[config.mk]
export PLATFORM = sky130hd
export DESIGN_NAME = c2d_pos_cnt
export DESIGN_NICKNAME = d
export VERILOG_FILES = /design/src/conv2d_valid_3x3_stream_assert.svh /design/src/c2d_pkg.sv /design/src/c2d_pos_cnt.sv
export SDC_FILE = /design/constraint.sdc
export NUM_CORES = 1
export LEC_CHECK = 0
export BUFFER_PORTS_ARGS = -buffer_cell sky130_fd_sc_hd__buf_2
export CAP_MARGIN = 30
export CORE_MARGIN = 2
export CORE_UTILIZATION = 41
export DETAILED_ROUTE_END_ITERATION = 8
export GPL_ROUTABILITY_DRIVEN = 0
export PLACE_DENSITY = 0.74
export SLEW_MARGIN = 5
export SYNTH_ARGS = -nofsm -noshare
export SYNTH_HDL_FRONTEND = slang
export SYNTH_SLANG_ARGS = --single-unit
[constraint.sdc]
create_clock -name clk -period 2.66 [get_ports clk]
set_input_delay 0.266 -clock clk [delete_from_list [all_inputs] [get_ports clk]]
set_output_delay 0.266 -clock clk [all_outputs]
set_load 0.01 [all_outputs]
[src/conv2d_valid_3x3_stream_assert.svh]
// assertion macros included by conv2d_valid_3x3_stream
`ifndef CONV2D_VALID_3X3_STREAM_ASSERT_SVH
`define CONV2D_VALID_3X3_STREAM_ASSERT_SVH

// same-cycle implication, sampled on clk, off while arst_n is low
`define C2D_ASSERT_NOW(label, ante, cons) \
	label: assert property (@(posedge clk) disable iff (!arst_n) (ante) |-> (cons)) \
		else $error("conv2d_valid_3x3_stream: assertion failed");

// next-cycle implication, sampled on clk, off while arst_n is low
`define C2D_ASSERT_NEXT(label, ante, cons) \
	label: assert property (@(posedge clk) disable iff (!arst_n) (ante) |=> (cons)) \
		else $error("conv2d_valid_3x3_stream: assertion failed");

`endif

[src/c2d_pkg.sv]
package c2d_pkg;

	localparam int PIX_W      = 8;
	localparam int COEF_W     = 8;
	localparam int DIM_W      = 11;
	localparam int KROW_W     = 24;
	localparam int SUM_W      = 20;
	localparam int ACC_W      = 21;
	localparam int PROD_W     = 17;
	localparam int KSIZE      = 3;
	localparam int CFG_IDX_W  = 3;
	localparam int MIN_DIM    = 3;
	localparam int MAX_WIDTH_DEF  = 1024;
	localparam int MAX_HEIGHT_DEF = 1024;
	localparam logic [DIM_W-1:0] WIDTH_RST  = 11'd1024;
	localparam logic [DIM_W-1:0] HEIGHT_RST = 11'd1024;

	typedef enum logic [CFG_IDX_W-1:0] {
		CFG_WIDTH  = 3'd0,
		CFG_HEIGHT = 3'd1,
		CFG_KROW0  = 3'd2,
		CFG_KROW1  = 3'd3,
		CFG_KROW2  = 3'd4
	} cfg_idx_t;

	typedef struct packed {
		logic produce;
		logic last;
	} pos_ctrl_t;

	function automatic logic signed [COEF_W-1:0] coef(
		input logic [KROW_W-1:0] krow,
		input logic [1:0]        idx
	);
		logic signed [COEF_W-1:0] c;
		unique case (idx)
			2'd0:    c = $signed(krow[7:0]);
			2'd1:    c = $signed(krow[15:8]);
			2'd2:    c = $signed(krow[23:16]);
			default: c = '0;
		endcase
		return c;
	endfunction

endpackage

[src/c2d_pos_cnt.sv]
module c2d_pos_cnt #(
	parameter int MAX_WIDTH  = c2d_pkg::MAX_WIDTH_DEF,
	parameter int MAX_HEIGHT = c2d_pkg::MAX_HEIGHT_DEF
) (
	input  logic                            clk,
	input  logic                            arst_n,
	input  logic                            adv,
	input  logic [c2d_pkg::DIM_W-1:0]       width_cfg,
	input  logic [c2d_pkg::DIM_W-1:0]       height_cfg,
	output logic [$clog2(MAX_WIDTH)-1:0]    col,
	output logic [$clog2(MAX_HEIGHT)-1:0]   row,
	output c2d_pkg::pos_ctrl_t              ctrl
);

	localparam int ColW  = $clog2(MAX_WIDTH);
	localparam int RowW  = $clog2(MAX_HEIGHT);
	localparam int CmpCW = (ColW + 1 > c2d_pkg::DIM_W) ? ColW + 1 : c2d_pkg::DIM_W;
	localparam int CmpRW = (RowW + 1 > c2d_pkg::DIM_W) ? RowW + 1 : c2d_pkg::DIM_W;

	logic [ColW-1:0]  col_q;
	logic [RowW-1:0]  row_q;
	logic [CmpCW-1:0] w_raw, w_eff, col_inc;
	logic [CmpRW-1:0] h_raw, h_eff, row_inc;
	logic             end_row, end_frame;

	// dimensions in use are clamped to the supported range
	always_comb begin
		w_raw = CmpCW'(width_cfg);
		h_raw = CmpRW'(height_cfg);
		if (w_raw < CmpCW'(c2d_pkg::MIN_DIM)) begin
			w_eff = CmpCW'(c2d_pkg::MIN_DIM);
		end else if (w_raw > CmpCW'(MAX_WIDTH)) begin
			w_eff = CmpCW'(MAX_WIDTH);
		end else begin
			w_eff = w_raw;
		end
		if (h_raw < CmpRW'(c2d_pkg::MIN_DIM)) begin
			h_eff = CmpRW'(c2d_pkg::MIN_DIM);
		end else if (h_raw > CmpRW'(MAX_HEIGHT)) begin
			h_eff = CmpRW'(MAX_HEIGHT);
		end else begin
			h_eff = h_raw;
		end
		col_inc   = CmpCW'(col_q) + CmpCW'(1);
		row_inc   = CmpRW'(row_q) + CmpRW'(1);
		end_row   = (col_inc >= w_eff);
		end_frame = end_row && (row_inc >= h_eff);
	end

	assign col          = col_q;
	assign row          = row_q;
	assign ctrl.produce = (row_q >= RowW'(2)) && (col_q >= ColW'(2));
	assign ctrl.last    = end_frame;

	always_ff @(posedge clk or negedge arst_n) begin
		if (!arst_n) begin
			col_q <= '0;
			row_q <= '0;
		end else if (adv) begin
			if (end_row) begin
				col_q <= '0;
				row_q <= end_frame ? '0 : row_inc[RowW-1:0];
			end else begin
				col_q <= col_inc[ColW-1:0];
			end
		end
	end

endmodule

[After elaboration in Yosys (flattened, before gate mapping)]
Index checks and enable logic that the tools add are counted.
Word-level totals
  register bits after elaboration: 20
  input bits: 25
Cells by class
  reductions and logical operators: 3
  $lt $le $gt $ge: 8
  mux-type cells: 6
  add/sub/neg operators: 2
Operator list (count)
  two-way mux 11 bit: 4
  adder 10 x 1 -> 11 bit, second input constant: 2
  >= comparator 11 bit: 2
  greater-than comparator 11 bit, second input constant: 2
  less-than comparator 11 x 2 -> 1 bit, second input constant: 2
  >= comparator 10 x 2 -> 1 bit, second input constant: 2
  two-way mux 10 bit: 2
  logical AND 1 bit: 2
  AND reduction 2 bit: 1

[Longest topological paths before layout]
  word-level depth: 6
  depth in mapped cells: 13

[Worst setup path before layout]
No wires, ideal clock.
  path kind: reg-to-output
  start: register row_q[0], in the netlist row[0]
  end: output ctrl[0] (netlist name)
  stages on the path, launching flop included: 13
  data arrival time: 2.687 ns
  slack: -0.293 ns
  required time: 2.394 ns
  cells stage by stage: dfrtp_1 ha_1 and2_1 nand4_1 nand2b_1 nand2_1 ha_1 a21o_1 a21oi_1 nor2b_1 a2111oi_4 nor2_1 buf_4
On the way
  longest elaborated chain between the ends: 3
RTL lines
  start: declaration: line c2d_pos_cnt.sv:21  | logic [RowW-1:0] row_q;
  start signal: assignment: line c2d_pos_cnt.sv:62  | row_q <= end_frame ? '0 : row_inc[RowW-1:0];
  adder 10 x 1 -> 11 bit: line c2d_pos_cnt.sv:45  | row_inc = CmpRW'(row_q) + CmpRW'(1);
  >= comparator 11 bit: line c2d_pos_cnt.sv:47  | end_frame = end_row && (row_inc >= h_eff);
  logical AND 1 bit: line c2d_pos_cnt.sv:47
  end: declaration: line c2d_pos_cnt.sv:12  | output c2d_pkg::pos_ctrl_t ctrl
Every way passes these cells.

==> metrics <==
status=finished with violations; failing checks=negative setup slack; Crit path largest cell delay=~0.43 ns; first-pass GRT wire length=between 7000 and 8000 µm; Critical Path End Type=output port; Leak=1.25 nW; max cap viols=0; PortBufs=46; Peak VDD IR=~340 µV; Core ar.=roughly 0.0043 mm²; Min Clock Period, post-route=approximately 2.7 ns; Pwr Density=676 mW/mm²; die area=between 0.004 and 0.005 mm²; post-synthesis register bit count=20; Slew Limit Fails=0; Hold Path Depth=2; crit-path max FO=4; dominant cell type by area after synthesis=dfrtp_1; NumNets Final=344; setup TNS=-0.0875 ns; Die Height=70.5 µm; drt pass-1 iters=4; Post-Syn Area=~0.0018 mm²; Ports=47; antenna-violating nets left=0; Final period util=103%; area delta synth->final=36.9%; CP max stage cell=dfrtp_2; Worst Hold Slack=~0.48 ns; Hold Crit Class=in -> reg; WP buf/inv=2; Critical Path RT=roughly 2.4 ns; RSZ-0062 raised after global routing=true; number of global-route vias before repair=roughly 1800; most area-consuming cells after synthesis=dfrtp_1 (28%), ha_1 (18%), nand2_1 (9.7%); vias=around 1800; antenna violations before repair=0; final setup fails=1; Initial Util=42.2%; Reg clk slew, reported paths=0.07 ns; Final Hold Fails=0; synth warn=0; root buf cell=clkbuf_8; CTS tree=yes; WL/cell=roughly 13 µm; CP Data Arrival Time=approximately 2.5 ns; clock buffer depth=2; TritonCTS buffer count=3; R2R setup slack=around 0.040 ns; Clock Skew=about 0.0046 ns; largest net degree at the start of global routing=22; syn avg cell area=between 8 and 9 µm²; Worst Setup Start Kind=flop; Worst slew margin=between 60 and 70%; Sink Count=20; fraction of registers with async set/reset=between 90% and 100%; fmax=around 360 MHz; H-tree depth=1; DP Worst Slack=-0.123 ns; critical path class=reg -> out; vias per inst=~5.3; Most used DFF post-synth=dfrtp_1; DP Cell Count=~330; Die X=a little over 70 µm; EDFF count, synth=0; Rows=24; critical path's top delay family=compound AO/OA/AOI/OAI gates; sequential fraction of the synthesis area=approximately 28%; PnR worst setup slack=-0.0875 ns; CP Cell Sequence=ha_4 > buf_4 > xor2_1 > ha_1 > a21o_1 > a31oi_2 > o21ai_2 > a2111oi_4 > nor2_1 > buf_2; FF-to-FF path depth=12; GRT Total Usage=between 10% and 20%; Ant. Diodes=0; synth unique cells=31; final cell count without fillers=roughly 340; Worst R2R End=row[7]$_DFFE_PN0P_; initial drt markers=between 70 and 80; origin of the critical flop-to-flop path=row[1]$_DFFE_PN0P_; share of layout cells above drive strength 1=roughly 41%; overall power=roughly 0.0017 W; dpl hpwl=~3500 µm; Hold Path Sink=col[0]$_DFFE_PN0P_; clk_lat worst skew=0.25 ns; Worst Hold Launch=adv; top cell type's share of synthesized area=27.6%; Mapped Cells=between 200 and 250; grt total ovfl=0; Worst-Margin Slew=about 0.46 ns; final WL=~4500 µm; syn nets=approximately 270; DRC Markers=0
## flip-flops by register name, indices dropped and copies added, names as in the netlist
| register | count |
|---|---|
| row | 10 |
| col | 10 |
## how the worst max path moves through the flow
stage,cells after the start,endpoint,startpoint,slack (ns)
final,10,ctrl[0],row[1]$_DFFE_PN0P_,-0.09
after detailed placement,12,row[5]$_DFFE_PN0P_,height_cfg[9],-0.12
after CTS,12,ctrl[0],row[4]$_DFFE_PN0P_,-0.12
after global routing,10,ctrl[0],row[2]$_DFFE_PN0P_,-0.22
after global placement,11,ctrl[0],height_cfg[9],-0.08
after floorplan,12,ctrl[0],row[0]$_DFFE_PN0P_,0.003
## synthesized netlist by cell type (3+ instances only)
cell type and count:
a31o_2 9, o22ai_1 4, o21ai_0 10, xnor2_1 8
nand3_1 10, xor2_1 6, dfrtp_1 20, nor2_1 12
nand2_1 47, ha_1 26, nand4_1 3, nor4_1 7
and3_1 3, clkbuf_1 3, nor2b_1 10, a21oi_1 13
inv_1 9, a21o_1 4
## per-layer routing
metal / vias to the layer above / wire, µm / global-route usage (%)
met3: 4 / 158 / 4.04
li1: 932 / - / -
met4: 0 / 28 / 2.14
met5: - / 0 / 0
met2: 25 / 2310 / 32.9
met1: 862 / 2040 / 23.7
## what timing repair did
item | 4_1_cts | 5_1_grt
hold endpoints to repair | 20 | 0
setup endpoints to repair | 10 | 12
buffers inserted | 3 | 5
hold buffers | 1 | 0
pin swaps | 5 | 16
gates resized for setup | 10 | 24
## cells in the final DEF, fill, tap and decap left out, types with 2 or more instances in the layout
cell,count
or4_1,2
nand2_2,2
nor2_2,3
xnor2_1,6
ha_1,23
and3_1,2
o21ai_0,4
nor2_1,7
buf_2,46
a21oi_1,10
nand2_1,45
nand3_1,7
dfrtp_2,7
ha_4,2
xnor2_2,2
xor2_1,6
nor2_4,2
o21ai_2,3
clkbuf_8,3
a21o_1,4
o21ai_1,5
nor4_1,7
a21oi_2,3
nor2b_1,9
dfrtp_1,13
o22ai_2,3
nand4_1,3
inv_1,9
a31o_2,9
nand3_2,3
clkinv_1,2
buf_4,22
## kinds of logic (layout without fill, tap and decap cells)
kind of cell	count (synthesis)	after routing	share of synthesized area [%]
and+or+nand+nor	101	101	27.0
AOI/OAI and AO/OA	45	45	16.5
adders and majority gates	26	26	18.0
DFF	20	20	27.6
buffers and inverters	16	85	3.52
xor gates and xnor gates	14	14	6.77
muxes	1	1	0.553
## worst reg2reg max path, cell delays in order (launching register included)
cell	delay [ns]
dfrtp_2	0.43
ha_4	0.17
buf_4	0.14
xor2_1	0.14
ha_1	0.30
a21o_1	0.17
a31oi_2	0.18
o21ai_2	0.10
a2111oi_4	0.37
buf_4	0.22
buf_6	0.14
nand2_1	0.07
o21ai_1	0.13
## layout make-up
class	instances	area, µm²
Multi-Input combinational cell	187	1400
Sequential cell	20	509
Tap cell	52	65.1
Fill cell	403	1820
Clock buffer	4	45.0
Timing Repair Buffer	70	417
Inverter	11	41.3
## power breakdown
group	leakage [nW]	total, W	internal (W)	switching (W)
logic	0.976	0.00102	0.000473	0.000546
clock network	0.0228	0.000202	0.000106	0.0000957
registers	0.252	0.000453	0.000380	0.0000724
total	1.25	0.00167	0.000960	0.000714
## metrics by stage
stage,utilization [%],area (µm²)
after floorplan,-,1850
after global placement,52.1,2240
after detailed placement,52.1,2240
after CTS,54.8,2350
after global routing,57.7,2480
final,57.7,2480
(Power assumes the default switching activity.)
