===== config.mk =====
export PLATFORM = sky130hd
export DESIGN_NAME = c2d_window_mac
export DESIGN_NICKNAME = d
export VERILOG_FILES = /design/src/conv2d_valid_3x3_stream_assert.svh /design/src/c2d_pkg.sv /design/src/c2d_window_mac.sv
export SDC_FILE = /design/constraint.sdc
export NUM_CORES = 1
export LEC_CHECK = 0
export BUFFER_PORTS_ARGS = -buffer_cell sky130_fd_sc_hd__buf_2
export CAP_MARGIN = 25
export CORE_UTILIZATION = 35
export DETAILED_ROUTE_END_ITERATION = 8
export PLACE_DENSITY = 0.57
export SYNTH_ARGS = -nofsm -noshare
export SYNTH_HDL_FRONTEND = slang
export SYNTH_SLANG_ARGS = --single-unit

===== constraint.sdc =====
create_clock -name clk -period 8.43 [get_ports clk]
set_input_delay 0.843 -clock clk [delete_from_list [all_inputs] [get_ports clk]]
set_output_delay 0.843 -clock clk [all_outputs]
set_load 0.03 [all_outputs]

===== src/conv2d_valid_3x3_stream_assert.svh =====
// assertion macros included by conv2d_valid_3x3_stream
`ifndef CONV2D_VALID_3X3_STREAM_ASSERT_SVH
`define CONV2D_VALID_3X3_STREAM_ASSERT_SVH

// same-cycle implication, sampled on clk, off while arst_n is low
`define C2D_ASSERT_NOW(label, ante, cons) \
	label: assert property (@(posedge clk) disable iff (!arst_n) (ante) |-> (cons)) \
		else $error("conv2d_valid_3x3_stream: assertion failed");

// next-cycle implication, sampled on clk, off while arst_n is low
`define C2D_ASSERT_NEXT(label, ante, cons) \
	label: assert property (@(posedge clk) disable iff (!arst_n) (ante) |=> (cons)) \
		else $error("conv2d_valid_3x3_stream: assertion failed");

`endif


===== src/c2d_pkg.sv =====
package c2d_pkg;

	localparam int PIX_W      = 8;
	localparam int COEF_W     = 8;
	localparam int DIM_W      = 11;
	localparam int KROW_W     = 24;
	localparam int SUM_W      = 20;
	localparam int ACC_W      = 21;
	localparam int PROD_W     = 17;
	localparam int KSIZE      = 3;
	localparam int CFG_IDX_W  = 3;
	localparam int MIN_DIM    = 3;
	localparam int MAX_WIDTH_DEF  = 1024;
	localparam int MAX_HEIGHT_DEF = 1024;
	localparam logic [DIM_W-1:0] WIDTH_RST  = 11'd1024;
	localparam logic [DIM_W-1:0] HEIGHT_RST = 11'd1024;

	typedef enum logic [CFG_IDX_W-1:0] {
		CFG_WIDTH  = 3'd0,
		CFG_HEIGHT = 3'd1,
		CFG_KROW0  = 3'd2,
		CFG_KROW1  = 3'd3,
		CFG_KROW2  = 3'd4
	} cfg_idx_t;

	typedef struct packed {
		logic produce;
		logic last;
	} pos_ctrl_t;

	function automatic logic signed [COEF_W-1:0] coef(
		input logic [KROW_W-1:0] krow,
		input logic [1:0]        idx
	);
		logic signed [COEF_W-1:0] c;
		unique case (idx)
			2'd0:    c = $signed(krow[7:0]);
			2'd1:    c = $signed(krow[15:8]);
			2'd2:    c = $signed(krow[23:16]);
			default: c = '0;
		endcase
		return c;
	endfunction

endpackage


===== src/c2d_window_mac.sv =====
module c2d_window_mac (
	input  logic                              clk,
	input  logic                              arst_n,
	input  logic                              shift_en,
	input  logic [c2d_pkg::PIX_W-1:0]         top,
	input  logic [c2d_pkg::PIX_W-1:0]         mid,
	input  logic [c2d_pkg::PIX_W-1:0]         pixel,
	input  logic [c2d_pkg::KROW_W-1:0]        krow [c2d_pkg::KSIZE],
	output logic signed [c2d_pkg::SUM_W-1:0]  sum
);

	localparam int K = c2d_pkg::KSIZE;

	logic [c2d_pkg::PIX_W-1:0] win_q [K][K];
	logic [c2d_pkg::PIX_W-1:0] win_d [K][K];

	// shift left by one column, new column enters on the right
	always_comb begin
		for (int l = 0; l < K; l++) begin
			for (int m = 0; m < K - 1; m++) begin
				win_d[l][m] = win_q[l][m+1];
			end
		end
		win_d[0][K-1] = top;
		win_d[1][K-1] = mid;
		win_d[2][K-1] = pixel;
	end

	always_comb begin
		logic signed [c2d_pkg::ACC_W-1:0]  acc;
		logic signed [c2d_pkg::PROD_W-1:0] prod;
		acc = '0;
		for (int l = 0; l < K; l++) begin
			for (int m = 0; m < K; m++) begin
				prod = $signed({1'b0, win_d[l][m]}) * c2d_pkg::coef(krow[l], 2'(m));
				acc  = acc + c2d_pkg::ACC_W'(prod);
			end
		end
		sum = acc[c2d_pkg::SUM_W-1:0];
	end

	always_ff @(posedge clk or negedge arst_n) begin
		if (!arst_n) begin
			for (int l = 0; l < K; l++) begin
				for (int m = 0; m < K; m++) begin
					win_q[l][m] <= '0;
				end
			end
		end else if (shift_en) begin
			win_q <= win_d;
		end
	end

endmodule

## After elaboration in Yosys (flattened, before gate mapping)

Index checks and enable logic that the tools add are counted.

| word-level totals | value |
|---|---|
| register bits | 48 |
| input bits | 99 |
| output and inout bits | 20 |
| logic and storage cells | 23 |

| cells by class | value |
|---|---|
| add/subtract/negate cells | 8 |
| multipliers | 9 |

Operators with widths:

| kind | number |
|---|---|
| multiplier 9 x 8 -> 17 bit | 9 |
| adder 20 x 17 -> 20 bit | 5 |
| adder 19 x 17 -> 20 bit | 1 |
| adder 18 x 17 -> 19 bit | 1 |
| adder 17 x 17 -> 18 bit | 1 |

## Logic depth before layout (Yosys ltp)

Gate-level depths: netlist (run 1).

| logic depth | value |
|---|---|
| word-level depth | 9 |
| gate-level depth with buffers | 29 |
| mapped depth without buffers | 28 |

## Worst setup path before layout (run 1)

No wires, ideal clock.

| timing path | value |
|---|---|
| path kind | input port to output port |
| from | input pixel[5] (netlist bit) |
| to | output sum[18] (netlist bit) |
| arrival time | 8,094 ps |
| required time | 7,587 ps |
| slack | -507 ps |
| stages on the path | 25 |
| path buffers | 1 |
| cells stage by stage | clkbuf_1 -> and2_1 -> fa_1 -> fa_1 -> fa_1 -> inv_1 -> fa_1 -> inv_1 -> fa_1 -> inv_1 -> fa_1 -> inv_1 -> fa_1 -> fa_1 -> inv_1 -> fa_1 -> fa_1 -> inv_1 -> ha_1 -> a21o_1 -> o2bb2ai_1 -> or4_1 -> o22ai_1 -> o21ai_1 -> xor2_1 |

| between the ends | value |
|---|---|
| longest elaborated chain between the ends | 2 |

RTL lines:

| item | line | RTL |
|---|---|---|
| from (decl) | c2d_window_mac.sv:7 | `input logic [c2d_pkg::PIX_W-1:0] pixel,` |
| multiplier 9 x 8 -> 17 bit | c2d_window_mac.sv:35 | `prod = $signed({1'b0, win_d[l][m]}) * c2d_pkg::coef(krow[l], 2'(m));` |
| adder 20 x 17 -> 20 bit | c2d_window_mac.sv:36 | `acc = acc + c2d_pkg::ACC_W'(prod);` |
| to (decl) | c2d_window_mac.sv:9 | `output logic signed [c2d_pkg::SUM_W-1:0] sum` |

No other way between the ends.

## Worst setup path after layout (run 1)

| timing path | value |
|---|---|
| from | input mid[4] (netlist bit) |
| to | output sum[15] (netlist bit) |

| between the ends | value |
|---|---|
| longest elaborated chain between the ends | 5 |

RTL lines:

| item | line | RTL |
|---|---|---|
| from (decl) | c2d_window_mac.sv:6 | `input logic [c2d_pkg::PIX_W-1:0] mid,` |
| multiplier 9 x 8 -> 17 bit | c2d_window_mac.sv:35 |  |
| adder 20 x 17 -> 20 bit (4 in series) | c2d_window_mac.sv:36 |  |

No other way between the ends.

==> results by group, run 1 <==
Final layout
  – Fin nets: between 3,000 and 4,000
  – N_diodes: 0
  – Most frequent cells in the layout: 696 x inv_1, 526 x fa_1, 319 x and2_1
  – Most common cell after layout, fill and taps aside: inv_1
  – Area Overhead vs Synth: 19.41%
  – Final Non-Filler Cells: approximately 3,600
  – Max reg flops: between 40 and 50
  – Share of post-route cells with drive strength above 1: 0.2098
  – Final Cell Area: between 20,000 and 30,000 um2

Synthesis
  – Number of synthesized register bits: 48
  – Seq/Total Area, Yosys: 0.05146
  – Post-Syn Instances: between 2,000 and 2,500
  – Number of synthesis warnings: 0
  – Netlist Area Pre-Place: roughly 23,000 um2
  – Post-synth net total: between 3,000 and 4,000
  – Count of cell types in the netlist: 39
  – Avg Inst Size Synth: between 9 and 10 um2

Clock tree
  – Reg clk slew, reported paths: about 0.080 ns
  – Max Root-Sink Buffers: 2
  – # hold bufs at CTS: 0
  – CTS Buf Count: 5
  – H-tree levels: 2
  – Clock sinks: 48
  – Clock Tree Root: clkbuf_16
  – Worst-Skew Late Latency: between 0.3 and 0.4 ns
  – TritonCTS clock tree: done

Drt
  – Via Count: about 16,000
  – WL final: 67.85 mm
  – Initial DRC Count: around 760
  – DRT antenna net count: 0
  – Wire per inst: roughly 19 um
  – Drt pass-1 iters: 5
  – Via-to-Cell Ratio: around 4.5
  – Detailed-route DRC error count: 0

Global route
  – GR Overflow Total: 0
  – Largest net degree at the start of global routing: 49
  – Global-route wire length before repair: between 100 and 150 mm
  – Initial antenna violation count: 1
  – Vias in the first global route: approximately 19,000
  – Gr usage total: 0.2128

STA
  – Peak Freq: 0.1093 GHz
  – Setup Skew: 0.01364 ns
  – Period Utilization, post-route: 1.085
  – Worst hold slack: between 0.6 and 0.7 ns
  – Final TNS setup: -5.473 ns
  – Final hold vios: 0
  – Slew @ Worst Pin: 0.8941 ns
  – Post-layout min period: between 9 and 10 ns
  – Final setup violation count: 12
  – Unrepaired setup endpoints after global routing: true
  – Fin worst setup slack: -0.7204 ns
  – Final Slew Violations: 0
  – Max_slew headroom: 0.4040

Worst setup path
  – Required time of the worst setup path: around 7.6 ns
  – Kind of start point of the critical path: input port
  – R2r startpoint: win_d[8]$_DFFE_PN0P_
  – Cell Chain, Critical Path: buf_8 > buf_6 > and2_4 > fa_1 > fa_1 > fa_1 > fa_1 > inv_1 > fa_2 > fa_1 > fa_1 > fa_1 > fa_1 > inv_2 > fa_1 > ha_4 > nor2b_4 > o31a_1 > or4b_4 > a31o_1 > a21oi_4 > xnor2_4 > buf_6
  – CP Capture Point: sum[15]
  – Most used cell, CP: fa_1
  – Slowest cell delay on critical path: 0.62 ns
  – CP Capture Type: output pin
  – Worst Path Arrival: around 8.3 ns
  – Reg2reg setup slack: between 7 and 8 ns
  – Cells on worst reg2reg path: 3
  – CP max-delay cell: fa_1
  – Worst r2r dst: win_d[8]$_DFFE_PN0P_
  – Kind of critical path: in -> out
  – Critical Path Fanout Max: 5
  – CP startpoint: mid[4]

Job
  – Max-capacitance violation count: 0

Placement
  – Port Buf Inserts: roughly 120
  – DP HPWL: around 62 mm
  – Final weighted congestion in routability-driven placement: 0.9304
  – DP Area: approximately 27,000 um2
  – Dpl cells: ~3,600

Floorplanning
  – Die Width: 260.3 um
  – I/O pin count: approximately 120
  – Core ar.: approximately 66,000 um2
  – FP Rows: 94
  – Initial Util: 0.3544
  – Die ar.: between 60,000 and 70,000 um2
  – Die height: between 200 and 300 um

Hold path
  – Hold Crit Class: reg -> reg

Outcome
  – Failing checks: negative setup slack
  – Status: complete, but fails checks
[stage by stage]
step | utilization | setup WS [ns]
floorplan | - | -0.2081
global placement | 0.4111 | -0.7877
detailed placement | 0.4111 | -0.8775
CTS | 0.4213 | -0.6918
global route | 0.4232 | -0.9103
finish | 0.4232 | -0.7204
[timing repair]
action,CTS,global route
cloned,0,0
endpoints found under the setup margin,13,14
setup buffers,6,0
resized for setup,154,42
pin swaps,79,32
[final cells by class]
type | instances | area [um2]
fillers | 6469 | 37990
well taps | 864 | 1081
flip-flops and latches | 48 | 1205
multi-input cells | 1579 | 19860
repair buffers | 387 | 2860
clock buffers | 5 | 125.1
inverters | 724 | 2718
clock inverters | 3 | 23.77
[Yosys cell counts]
master,instances,area share
inv_1,723,0.12
fa_1,568,0.49
and2_1,333,0.089
ha_1,294,0.16
nand2_1,178,0.029
dfrtp_1,48,0.051
mux2_2,48,0.023
nor2_1,35,0.0056
nor2b_1,33,0.0088
xnor2_1,22,0.0083
clkbuf_1,21,0.0034
nand2b_1,17,0.0046
a21oi_1,10,0.0021
xor2_1,7,0.0026
o21a_1,6,0.0019
a21o_1,4,0.0013
nor3_1,2,0.00043
o21ai_0,2,0.00043
o22ai_1,2,0.00054
a2111o_1,1,0.00048
a211oi_1,1,0.00032
a21oi_2,1,0.00038
a31o_1,1,0.00038
a31oi_1,1,0.00027
and3_1,1,0.00027
buf_1,1,0.00016
clkinv_1,1,0.00016
nand3_1,1,0.00021
nand4_1,1,0.00027
nand4b_1,1,0.00038
nor3_2,1,0.00043
o211a_1,1,0.00043
o21ai_1,1,0.00021
o21bai_1,1,0.00032
o2bb2ai_1,1,0.00038
o31a_1,1,0.00038
o31ai_1,1,0.00032
or4_1,1,0.00032
or4b_1,1,0.00043
[critical path, delay by kind of cell]
| family | cells | cell delay, ns |
|---|---|---|
| compound gates | 3 | 0.71 |
| simple gates | 3 | 0.76 |
| xor+xnor | 1 | 0.14 |
| fa+ha+maj | 11 | 5.36 |
| buf+inv | 5 | 0.47 |
[per-layer routing]
layer	part of all wire	vias up	routed length, um	global-route usage
met5	0.00019	-	13	0
met1	0.44	8440	29830	0.2782
li1	-	7543	-	-
met3	0.041	60	2790	0.03283
met4	0.022	2	1487	0.05003
met2	0.50	276	33720	0.3689
[worst min path at each step]
stage | endpoint | start | cells past startpoint | slack (ns)
after global routing | win_d[39]$_DFFE_PN0P_ | win_d[39]$_DFFE_PN0P_ | 2 | 0.64
after floorplan | win_d[10]$_DFFE_PN0P_ | arst_n | 0 | 0.55
after global placement | win_d[71]$_DFFE_PN0P_ | win_d[71]$_DFFE_PN0P_ | 1 | 0.59
after detailed placement | win_d[39]$_DFFE_PN0P_ | win_d[39]$_DFFE_PN0P_ | 2 | 0.59
final | win_d[39]$_DFFE_PN0P_ | win_d[39]$_DFFE_PN0P_ | 2 | 0.62
after CTS | win_d[39]$_DFFE_PN0P_ | win_d[39]$_DFFE_PN0P_ | 2 | 0.61
[cell families after synthesis]
kind of cell / Yosys count / share of synthesized area
compound gates: 35 / 0.01018
xor+xnor: 29 / 0.01088
fa+ha+maj: 862 / 0.6447
buf+inv: 746 / 0.1200
flops: 48 / 0.05146
mux: 48 / 0.02316
simple gates: 605 / 0.1396
Power of run 1 is left out: the tool's default activity adds up to more than one toggle a clock period on the data nets, which glitch-free logic cannot reach.
==> run 2: changes to the inputs <==
--- a/config.mk
+++ b/config.mk
@@ -5,6 +5,7 @@
 export SDC_FILE = /design/constraint.sdc
 export NUM_CORES = 1
 export LEC_CHECK = 0
+export ABC_AREA = 1
 export BUFFER_PORTS_ARGS = -buffer_cell sky130_fd_sc_hd__buf_2
 export CAP_MARGIN = 25
 export CORE_UTILIZATION = 35
==> run 2 against run 1 <==
The flow still finishes with violations (negative setup slack). Global-route usage down 0.77 points. Critical path depth up 3. Cell area up 2.7%. Utilization down 0.73 points. Routed wire length up 1.2%. Synthesized cell count up 26%. First-iteration DRC count up 37%. Final cell count up 15%. Setup slack better by 0.59 ns. Die area up 4.5%.
==> results by group, run 2 <==
Synthesis
  – Main combinational cell family by area after synthesis: adder cells (unchanged)
  – Top-area cell type share of the netlist area: 0.4659 (was 0.4871)
  – Post-synthesis mux area share: 0.0004614 (was 0.02316)
  – Netlist Area Pre-Place: 24,400 um2 (was 23,340 um2)
  – Post-synth EDFFs: 0 (unchanged)
  – Seq/Total Area, Yosys: 0.04922 (was 0.05146)
  – Avg Inst Size Synth: 8.132 um2 (was 9.837 um2)
  – Synth area leaders: fa_1 47%, inv_1 17%, ha_1 15% (was fa_1 49%, ha_1 16%, inv_1 12%)
  – Commonest cells in the netlist: 1,105 x inv_1, 616 x nand2_1, 568 x fa_1 (was 723 x inv_1, 568 x fa_1, 333 x and2_1)
  – Post-synthesis compound-gate area fraction: 0.01687 (was 0.01018)
  – Number of synthesized register bits: 48 (unchanged)
  – Count of cell types in the netlist: 29 (was 39)
  – Ys async rst share: 1.000 (unchanged)
  – Most numerous cell in the Yosys netlist: inv_1 (unchanged)
  – Adder-Cell Fraction of Synth Area: 0.6167 (was 0.6447)
  – Synth area leader: fa_1 (unchanged)
  – Post-Synth XOR/XNOR Area: 0.005332 (was 0.01088)
  – Synth Flop Type: dfrtp_1 (unchanged)
  – Synth Area in Simple Gates: 0.1184 (was 0.1396)
  – Number of synthesis warnings: 0 (unchanged)
  – Post-Syn Instances: 3,001 (was 2,373)
  – Post-synth net total: 3,962 (was 3,334)

Clock tree
  – # hold bufs at CTS: 0 (unchanged)
  – Reg clk slew, reported paths: 0.08 ns (about the same)
  – CTS Buf Count: 5 (unchanged)
  – Clock Tree Root: clkbuf_16 (unchanged)
  – H-tree levels: 2 (unchanged)
  – Max Root-Sink Buffers: 2 (unchanged)
  – Worst-Skew Late Latency: 0.34 ns (was 0.35 ns)
  – Clock sinks: 48 (unchanged)
  – TritonCTS clock tree: done (unchanged)

STA
  – Final hold vios: 0 (unchanged)
  – Final TNS setup: -0.5170 ns (was -5.473 ns)
  – Period Utilization, post-route: 1.016 (was 1.085)
  – Post-layout min period: 8.564 ns (was 9.150 ns)
  – Setup Skew: 0.009434 ns (was 0.01364 ns)
  – Unrepaired setup endpoints after global routing: true (unchanged)
  – Slew @ Worst Pin: 0.8314 ns (was 0.8941 ns)
  – Max_slew headroom: 0.4457 (was 0.4040)
  – Peak Freq: 0.1168 GHz (was 0.1093 GHz)
  – Final Slew Violations: 0 (unchanged)
  – Fin worst setup slack: -0.1341 ns (was -0.7204 ns)
  – Final setup violation count: 9 (was 12)

Floorplanning
  – Initial Util: 0.3546 (was 0.3544)
  – Die height: 266.1 um (was 260.3 um)
  – FP Rows: 96 (was 94)
  – Core ar.: 68,830 um2 (was 65,860 um2)
  – I/O pin count: 119 (unchanged)
  – Die Width: 266.1 um (was 260.3 um)
  – Die ar.: 70,790 um2 (was 67,730 um2)

Global route
  – Gr usage total: 0.2051 (was 0.2128)
  – Initial antenna violation count: 3 (was 1)
  – GR Overflow Total: 0 (unchanged)
  – Largest net degree at the start of global routing: 96 (was 49)
  – Global-route wire length before repair: 109.7 mm (was 107.7 mm)
  – Vias in the first global route: 19,330 (was 19,020)

Drt
  – WL final: 68.68 mm (was 67.85 mm)
  – DRT antenna net count: 0 (unchanged)
  – Wire per inst: 16.50 um (was 18.79 um)
  – Detailed-route DRC error count: 0 (unchanged)
  – Via-to-Cell Ratio: 4.333 (was 4.521)
  – Initial DRC Count: 1,041 (was 759)
  – Drt pass-1 iters: 5 (unchanged)
  – Via Count: 18,030 (was 16,320)

Hold path
  – WHS Path Cells: 2 (unchanged)
  – Worst hold start: win_d[16]$_DFFE_PN0P_ (was win_d[39]$_DFFE_PN0P_)
  – Hold Crit Class: reg -> reg (unchanged)
  – Worst hold endpoint: win_d[16]$_DFFE_PN0P_ (was win_d[39]$_DFFE_PN0P_)

Outcome
  – Status: complete, but fails checks (unchanged)
  – Failing checks: negative setup slack (unchanged)

Worst setup path
  – Bufs and invs on worst path: 7 (was 5)
  – Cells on worst reg2reg path: 4 (was 3)
  – CP Capture Type: output pin (unchanged)
  – Kind of start point of the critical path: input port (unchanged)
  – Required time of the worst setup path: 7.59 ns (about the same)
  – Slowest cell delay on critical path: 0.61 ns (was 0.62 ns)
  – R2r startpoint: win_d[39]$_DFFE_PN0P_ (was win_d[8]$_DFFE_PN0P_)
  – Critical Path Fanout Max: 5 (unchanged)
  – Largest delay share family, worst path: adder cells (unchanged)
  – CP max-delay cell: fa_1 (unchanged)
  – Most used cell, CP: fa_1 (unchanged)
  – Worst Path Arrival: 7.72 ns (was 8.31 ns)
  – Reg2reg setup slack: 7.39 ns (was 7.25 ns)
  – Kind of critical path: in -> out (unchanged)
  – Worst r2r dst: win_d[39]$_DFFE_PN0P_ (was win_d[8]$_DFFE_PN0P_)

Final layout
  – Final Cell Area: 28,620 um2 (was 27,870 um2)
  – Fill cells: 6,989 (was 6,469)
  – Area Overhead vs Synth: 17.29% (was 19.41%)
  – Most frequent cells in the layout: 1,063 x inv_1, 592 x nand2_1, 524 x fa_1 (was 696 x inv_1, 526 x fa_1, 319 x and2_1)
  – Max reg flops: 48 (unchanged)
  – Fin nets: 4,189 (was 3,706)
  – Most common cell after layout, fill and taps aside: inv_1 (unchanged)
  – Share of post-route cells with drive strength above 1: 0.1731 (was 0.2098)

Placement
  – Final weighted congestion in routability-driven placement: 0.9085 (was 0.9304)
  – Pre-CTS setup slack: -0.4034 ns (was -0.8775 ns)
  – DP HPWL: 62.54 mm (was 61.85 mm)
  – Port Buf Inserts: 118 (unchanged)
  – DP Area: 27,450 um2 (was 27,080 um2)

Job
  – Max-capacitance violation count: 0 (unchanged)
[run 2: cells by family (layout without fill, tap and decap cells)]
group	after synthesis	in the layout
AO/OA/AOI/OAI	79	79
XOR/XNOR	14	14
adder cells (fa/ha/maj)	862	862
buffers and inverters	1253	1481
flip-flops	48	48
multiplexers	1	1
other	0	2
AND/OR/NAND/NOR	744	744
[run 2: final cells by class]
cell class | count | area (um2) | area share
Multi-Input combinational cell | 1700 | 19070 | 0.6661
Clock inverter | 2 | 38.79 | 0.001355
Sequential cell | 48 | 1206 | 0.04214
Clock buffer | 6 | 138.9 | 0.004852
Antenna cell | 2 | 5.005 | 0.0001748
Inverter | 1108 | 4172 | 0.1457
Timing Repair Buffer | 365 | 2831 | 0.09892
Tap cell | 931 | 1165 | 0.04070
[run 2: metrics by stage]
| stage | utilization | hold slack [ns] | cells |
|---|---|---|---|
| 2_1_floorplan | - | 0.5474 | 3001 |
| 3_3_place_gp | 0.3988 | 0.5391 | 4144 |
| 3_5_place_dp | 0.3988 | 0.5529 | 4144 |
| 4_1_cts | 0.4114 | 0.5660 | 4156 |
| 5_1_grt | 0.4158 | 0.6127 | 4160 |
| 6_report | 0.4159 | 0.5725 | 4162 |
[run 2: worst reg2reg max path: stages, from the launching register on]
cell and delay [ns]:
dfrtp_1 0.47, buf_4 0.17, buf_4 0.13, inv_1 0.07, o21ai_0 0.07
[run 2: timing repair]
item	4_1_cts	5_1_grt
setup buffers	4	3
endpoints found under the setup margin	14	14
gates cloned	0	0
pin swaps	110	75
gates resized for setup	214	82
[run 2: worst max path at each step]
stage | start | end | cells after the start | slack [ns]
2_1_floorplan | krow[48] | sum[11] | 25 | 0.01
4_1_cts | krow[36] | sum[16] | 28 | -0.08
3_5_place_dp | pixel[5] | sum[19] | 28 | -0.40
5_1_grt | krow[20] | sum[16] | 27 | -0.30
6_report | mid[4] | sum[16] | 26 | -0.13
3_3_place_gp | krow[23] | sum[19] | 29 | -0.42
[run 2: per-layer routing]
metal | track usage | up-vias | part of all wire
li1 | - | 8609 | -
met1 | 0.2859 | 9037 | 0.46
met2 | 0.3493 | 345 | 0.49
met3 | 0.02089 | 39 | 0.044
met4 | 0.03308 | 2 | 0.015
met5 | 0 | - | 0.00013
Power of run 2 is left out for the same reason.
